### src/hdl/assert_macros.svh
// Assertion macros shared by the RTL files.
// Clock clk_i and active-low reset rst_ni are taken from the enclosing module.
`ifndef ASSERT_MACROS_SVH
`define ASSERT_MACROS_SVH

// Property checked on every rising edge, off while in reset.
`define ASSERT_CLK(label, prop, msg) \
  label: assert property (@(posedge clk_i) disable iff (!rst_ni) (prop)) else $error(msg);

// Implication checked in the same cycle.
`define ASSERT_IMPL(label, ante, cons, msg) \
  `ASSERT_CLK(label, (ante) |-> (cons), msg)

// Implication whose consequent is checked in the next cycle.
`define ASSERT_NEXT(label, ante, cons, msg) \
  `ASSERT_CLK(label, (ante) |=> (cons), msg)

`endif

### src/hdl/strm_pkg.sv
// Shared types and constants of the sparse-table range-minimum block.
// No dependencies.
package strm_pkg;

  localparam int CMD_W   = 2;
  localparam int IDX_W   = 10;
  localparam int CNT_W   = 11;
  localparam int DATA_W  = 64;
  // wide enough for any position sum at the largest parameter values
  localparam int CMP_W   = 18;

  localparam logic [CNT_W-1:0] CNT_RESET = 11'd1024;

  typedef enum logic [CMD_W-1:0] {
    CMD_LOAD  = 2'd0,
    CMD_BUILD = 2'd1,
    CMD_QUERY = 2'd2
  } cmd_e;

  // build sequencer status toward the table owner
  typedef struct packed {
    logic busy;
    logic rd_en;
    logic wr_en;
  } bld_ctl_t;

endpackage

### src/hdl/strm_build.sv
// Build sequencer: walks levels 1..LEVELS-1, one read pair per cycle within a level.
// Depends on strm_pkg; the table itself lives in the top level.
module strm_build #(
  parameter int LEVELS = 11,
  parameter int IDX_W  = 10,
  parameter int LVL_W  = 4
) (
  input  logic                       clk_i,
  input  logic                       rst_ni,
  input  logic                       start_i,
  input  logic                       drained_i,
  input  logic [strm_pkg::CMP_W-1:0] live_cnt_i,
  output strm_pkg::bld_ctl_t         ctl_o,
  output logic [LVL_W-1:0]           rd_lvl_o,
  output logic [IDX_W-1:0]           rd_pos_a_o,
  output logic [IDX_W-1:0]           rd_pos_b_o,
  output logic [LVL_W-1:0]           wr_lvl_o,
  output logic [IDX_W-1:0]           wr_pos_o
);

  typedef enum logic [1:0] {
    B_IDLE,
    B_DRAIN,
    B_RUN
  } bstate_e;

  bstate_e                    state_q;
  logic [LVL_W-1:0]           k_q;
  logic [IDX_W:0]             j_q;
  logic                       wr_v_q;
  logic [IDX_W-1:0]           wr_pos_q;
  logic [strm_pkg::CMP_W-1:0] half;
  logic [strm_pkg::CMP_W-1:0] pos_b;
  logic                       go;

  assign half  = strm_pkg::CMP_W'(1) << (k_q - LVL_W'(1));
  assign pos_b = strm_pkg::CMP_W'(j_q) + half;
  assign go    = (state_q == B_RUN) && (pos_b < live_cnt_i);

  // A level's last write lands while go is low between levels, before the next
  // level's first read, so that read always sees it.
  always_ff @(posedge clk_i or negedge rst_ni) begin
    if (!rst_ni) begin
      state_q  <= B_IDLE;
      k_q      <= LVL_W'(1);
      j_q      <= '0;
      wr_v_q   <= 1'b0;
      wr_pos_q <= '0;
    end else begin
      case (state_q)
        B_IDLE: begin
          wr_v_q <= 1'b0;
          if (start_i && LEVELS > 1) begin
            state_q <= B_DRAIN;
            k_q     <= LVL_W'(1);
            j_q     <= '0;
          end
        end
        B_DRAIN: begin
          if (drained_i) begin
            state_q <= B_RUN;
          end
        end
        B_RUN: begin
          if (go) begin
            wr_v_q   <= 1'b1;
            wr_pos_q <= j_q[IDX_W-1:0];
            j_q      <= j_q + 1'b1;
          end else begin
            wr_v_q <= 1'b0;
            j_q    <= '0;
            if (k_q == LVL_W'(LEVELS - 1)) begin
              state_q <= B_IDLE;
            end else begin
              k_q <= k_q + 1'b1;
            end
          end
        end
        default: begin
          state_q <= B_IDLE;
        end
      endcase
    end
  end

  assign ctl_o.busy  = (state_q != B_IDLE);
  assign ctl_o.rd_en = go;
  assign ctl_o.wr_en = wr_v_q;
  assign rd_lvl_o    = k_q - LVL_W'(1);
  assign rd_pos_a_o  = j_q[IDX_W-1:0];
  assign rd_pos_b_o  = pos_b[IDX_W-1:0];
  assign wr_lvl_o    = k_q;
  assign wr_pos_o    = wr_pos_q;

endmodule

### config.mk
export PLATFORM = sky130hd
export DESIGN_NAME = strm_build
export DESIGN_NICKNAME = d
export VERILOG_FILES = /design/src/hdl/assert_macros.svh /design/src/hdl/strm_pkg.sv /design/src/hdl/strm_build.sv
export SDC_FILE = /design/constraint.sdc
export NUM_CORES = 1
export LEC_CHECK = 0
export BUFFER_PORTS_ARGS = -buffer_cell sky130_fd_sc_hd__buf_2
export CORE_ASPECT_RATIO = 1.5
export CORE_MARGIN = 2
export CORE_UTILIZATION = 40
export CTS_BUF_LIST = sky130_fd_sc_hd__clkbuf_4
export DETAILED_ROUTE_END_ITERATION = 7
export SLEW_MARGIN = 10
export SYNTH_ARGS = -nofsm -noshare
export SYNTH_HDL_FRONTEND = slang
export SYNTH_SLANG_ARGS = --single-unit
### constraint.sdc
create_clock -name clk_i -period 10.1 [get_ports clk_i]
set_input_delay 1.01 -clock clk_i [delete_from_list [all_inputs] [get_ports clk_i]]
set_output_delay 1.01 -clock clk_i [all_outputs]
set_load 0.05 [all_outputs]
Word-level counts from Yosys, hierarchy flattened
Cells that the tools add are included.

Register bits after elaboration: 28. Memory bits (writable): 0. Output and inout port bits: 41. Memory bits (read-only): 0. Memories: 0. Bits in latches: 0.

Shift operators: 1. $mul: 0. $add $sub $neg: 4. Bitwise operators: 0. Div/mod/pow operators: 0. Order comparisons: 1. Reductions and logical operators: 8. Muxes and demuxes: 14. Equality and inequality tests: 8.

Operators with widths (count): $mux 11 (2); $pmux 11 s2 (1); $add 11x18->18 (1); $lt 18x18->1 (1); $shl 1x4->18 const A (1); $mux 4 (3); $add 11x1->11 const B (1); $mux 2 (4); $ne 2x2->1 const B (4); $pmux 4 s2 (1); $reduce_and 4->1 (2); $pmux 2 s3 (1); $add 4x1->4 const B (1); $eq 4x4->1 const B (1); $reduce_and 2->1 (2); $reduce_bool 2->1 (2); $sub 4x1->4 const B (1); $eq 2x1->1 const B (1); $eq 2x2->1 const B (1); $logic_not 2->1 (1); $ne 2x1->1 const B (1); $pmux 1 s2 (1); $logic_and 1x1->1 (1); $mux 1 (1).

Depth between registers and ports, before layout
Depth in word-level cells: 7. Mapped depth: 23.

Worst setup path after synthesis
OpenSTA, ideal clock, no wires.

Path kind: reg2out. Start: reg k_q[0], in the netlist wr_lvl_o[0]. End: out ctl_o[1] in the netlist's numbering. Cell stages (with the launch flop): 21. Setup slack: 3.155 ns. Buffers on the path: 3. Data arrival time: 5.935 ns. Data required time: 9.090 ns. Cells stage by stage: dfstp_2 -> inv_1 -> ha_1 -> xor2_1 -> clkbuf_1 -> nor2_1 -> and2_1 -> ha_1 -> nand2_1 -> o21ai_0 -> o221ai_1 -> nand2b_1 -> a21oi_1 -> xnor2_1 -> ha_1 -> a21oi_1 -> o21a_1 -> nor3_1 -> a211oi_4 -> buf_4 -> buf_4.

Longest elaborated chain between the ends: 5.

Ends and longest elaborated chain: start, declared (line strm_build.sv:28) `logic [LVL_W-1:0] k_q;`; start signal, assigned (line strm_build.sv:75) `k_q <= k_q + 1'b1;`; $sub 4x1->4; named net rd_lvl_o[0] (line strm_build.sv:14) `output logic [LVL_W-1:0] rd_lvl_o,`; $shl 1x4->18 (line strm_build.sv:36) `assign half = strm_pkg::CMP_W'(1) << (k_q - LVL_W'(1));`; $add 11x18->18 (line strm_build.sv:37) `assign pos_b = strm_pkg::CMP_W'(j_q) + half;`; named net rd_pos_b_o[9] (line strm_build.sv:16) `output logic [IDX_W-1:0] rd_pos_b_o,`; $lt 18x18->1 (line strm_build.sv:38) `assign go = (state_q == B_RUN) && (pos_b < live_cnt_i);`; $logic_and 1x1->1 (line strm_build.sv:38); end, declared (line strm_build.sv:13) `output strm_pkg::bld_ctl_t ctl_o,`.

The timed path passes the listed nets, and every way through them passes these cells.

==> results.tsv <==
stage	metric	value	unit
critical_path	crit_fanout	36	
critical_path	crit_required	9.09	ns
timing	rsz0062_at_grt	no	
floorplan	core_region_area	6440	µm²
yosys	synthesis.nets	355	
floorplan	start_util	40.7	%
critical_path	rr_startpoint	wr_lvl_o[0]	
yosys	synth-xor-area-share	4.34	%
cts	clock_sinks	28	
grt	grt_pass1_vias	2046	
drt	drt_iter0_drc	66	
critical_path	reg2reg_to	wr_lvl_o[1]	
drt	viasPerCell	5.10	
flow_run	maxCapViolCount	0	
drt	drc_errors	0	
yosys	syn_inst	297	
cts	clkSlewWorstSetupHoldPaths	0.15	ns
placement	numPortBuffers	62	
timing	final_hold_viol_count	0	
timing	timing.fmax	0.156	GHz
timing	fin_hold_ws	0.499	ns
critical_path	regToRegSetupSlack	4.85	ns
timing	finClkSkew	0.00543	ns
timing	fin_crit_sh	63.5	%
cts	htreeDepth	1	
floorplan	core.rowCount	36	
final_layout	n_antenna_cell	0	
yosys	synth.top_cell.area_share	25.8	%
grt	grt_pass1_wl	9480	µm
critical_path	crit_type	reg2out	
cts	cts-root-buf	clkbuf_4	
placement	hpwl	4660	µm
yosys	yosys.area_share.adder	17.5	%
yosys	async_reset_ff_share	100	%
yosys	ys.flop_type	dfrtp_1	
worst_hold_path	hp-start	wr_v_q	
critical_path	cp-start-kind	flip-flop	
yosys	synth_area	2620	µm²
pwr	max-vdd-ir-drop	0.172	mV
cts	cts_tree	built	
timing	drv_slew	0	
yosys	synth-seq-cells	28	
yosys	ys_warn_count	0	
drt	drt.antenna.violating_nets	0	
timing	worst_slew_pin_slew	0.654	ns
yosys	synth-edff-count	0	
grt	track_usage	16.1	%
yosys	synth_area_leaders	dfrtp_1 26%, ha_1 17%, mux2_2 5.2%, inv_1 4.7%, buf_4 4.3%	
critical_path	critPathCaptureType	output port	
yosys	synth_cell_types	46	
critical_path	r2r_cells	19	
worst_hold_path	min_to	wr_v_q	
final_layout	nNetsFinal	404	
critical_path	cp_data_arrival_time	5.40	ns
cts	cts_resized	0	
drt	drt_wl_total	5740	µm
placement	gp_congestion	0.828	
floorplan	fp.dieW	70.1	µm
grt	grt_start_max_net_pins	37	
floorplan	dieArea	7230	µm²
yosys	synth_top_family_by_area	adder cells	
yosys	seq_area_frac_synth	26.8	%
timing	relSlewSlack	56.4	%
placement	dpl_cell_area	2900	µm²
grt	grt_overflow_total	0	
final_layout	finalInstanceArea	2930	µm²
yosys	synthMuxAreaShare	7.06	%
drt	wl_per_cell	13.6	µm
floorplan	die_height	103	µm
cts	insertion_delay	0.33	ns
drt	vias	2146	
timing	fin_tns_setup	0	ns
cts	cts_buffers	3	
grt	antenna_found_initial	0	
floorplan	io_pins	63	
cts	clock_path_buffers	2	
yosys	synth_compound_area_share	17.0	%
run_status	outcome	finished clean	
worst_hold_path	min_delay_path_depth	1	
pwr	p_leak	1.62	nW
pwr	p_per_area	306	nW/µm²
timing	layout_min_cycle_time	6.41	ns
worst_hold_path	min_path_type	reg2reg	
cts	cts_setup_buffers	0	
final_layout	drive_above_1_share	25.8	%
timing	setup_viol	0	
drt	drtPass1Iterations	4	
yosys	synth.avg_cell_area	8.83	µm²
final_layout	areaGrowthSynthToFinish	11.8	%
yosys	synthSimpleGateAreaFrac	17.1	%
cts	postCtsHoldBufs	0	
yosys	yosysTopAreaCell	dfrtp_1	
[layer usage]
metal	vias up	GRT usage [%]	share of wire, %
met4	0	3.99	0.92
li1	1118	-	-
met2	39	29.4	51
met3	4	1.16	3.2
met1	985	20.7	45
met5	-	0	0
[sequential cells by signal, indices dropped and copies added, names as in the netlist]
| name | cells |
|---|---|
| j_q | 11 |
| wr_lvl_o | 4 |
| wr_v_q | 1 |
| wr_pos_o | 10 |
| state_q | 2 |
[cells by family after synthesis]
| logic type | Yosys count |
|---|---|
| AOI/OAI and AO/OA | 65 |
| xor gates and xnor gates | 13 |
| adders and majority gates | 36 |
| buffers and inverters | 53 |
| DFF | 28 |
| muxes | 17 |
| other | 1 |
| and+or+nand+nor | 84 |
[synthesized netlist by cell type, types with 6 or more instances]
master	count
o21ai_0	14
inv_1	33
nand2_1	17
and3_1	11
nand3_1	15
and2_1	6
a21o_1	7
dfrtp_1	27
mux2_2	12
ha_1	35
nor2_1	18
a21oi_1	18
xnor2_1	8
buf_4	15
[power by group]
part           internal [mW]  switching [mW]  total, mW
clock network         0.0182          0.0336     0.0517
registers              0.142          0.0445      0.186
logic                  0.194           0.466      0.660
total                  0.354           0.544      0.898
[area by class of cell]
class,instances,area [µm²]
fillers,683,3510
multi-input cells,216,1660
flip-flops and latches,28,702
repair buffers,64,325
inverters,33,124
well taps,76,95.1
clock buffers,4,30.0
[critical path, stage by stage, from the launching register on]
cell      delay, ns
dfstp_2        0.65
inv_1          0.12
ha_1           0.25
xor2_1         0.52
nor2_1         0.16
and2_1         0.20
ha_1           0.33
nand2_1        0.06
o21ai_0        0.43
o221ai_1       0.27
o21ai_0        0.22
a21oi_1        0.10
xor2_1         0.16
ha_1           0.30
a21oi_1        0.15
o21a_1         0.20
o21bai_4       0.07
a211oi_4       0.14
buf_4          0.38
buf_2          0.34
[placed cells by master (no fill, tap or decap), types with 2 or more instances in the layout]
master / instances
nor2_1: 18
nor3_1: 3
o31ai_1: 4
and2_1: 6
nand4_1: 2
mux2i_1: 5
o21a_1: 5
o21ai_0: 14
xnor2_1: 8
a22o_1: 5
or2_2: 2
ha_1: 35
a31oi_1: 2
clkbuf_4: 4
nor2b_1: 2
and3_1: 11
dfrtp_1: 27
nand3_1: 15
a21o_1: 7
buf_4: 2
a21oi_1: 18
nand2b_1: 3
nand2_1: 17
xor2_1: 5
buf_2: 62
mux2_2: 12
inv_1: 33
[stage by stage]
step	util, %	std cells	power, mW	setup WS (ns)
floorplan	-	297	0.728	3.15
global placement	45.1	417	0.849	4.30
detailed placement	45.1	417	0.856	4.12
CTS	45.5	421	0.909	3.74
global route	45.5	421	0.972	3.15
finish	45.5	421	0.898	3.69
[worst max path at each step]
stage               slack, ns  cells after the start   startpoint  endpoint
floorplan                3.15                     20  wr_lvl_o[0]  ctl_o[1]
global placement         4.30                     19  wr_lvl_o[0]  ctl_o[1]
detailed placement       4.12                     19  wr_lvl_o[0]  ctl_o[1]
CTS                      3.74                     19  wr_lvl_o[0]  ctl_o[1]
global route             3.15                     19  wr_lvl_o[0]  ctl_o[1]
finish                   3.69                     19  wr_lvl_o[0]  ctl_o[1]
Note: power is estimated with default switching activity, not from simulation.
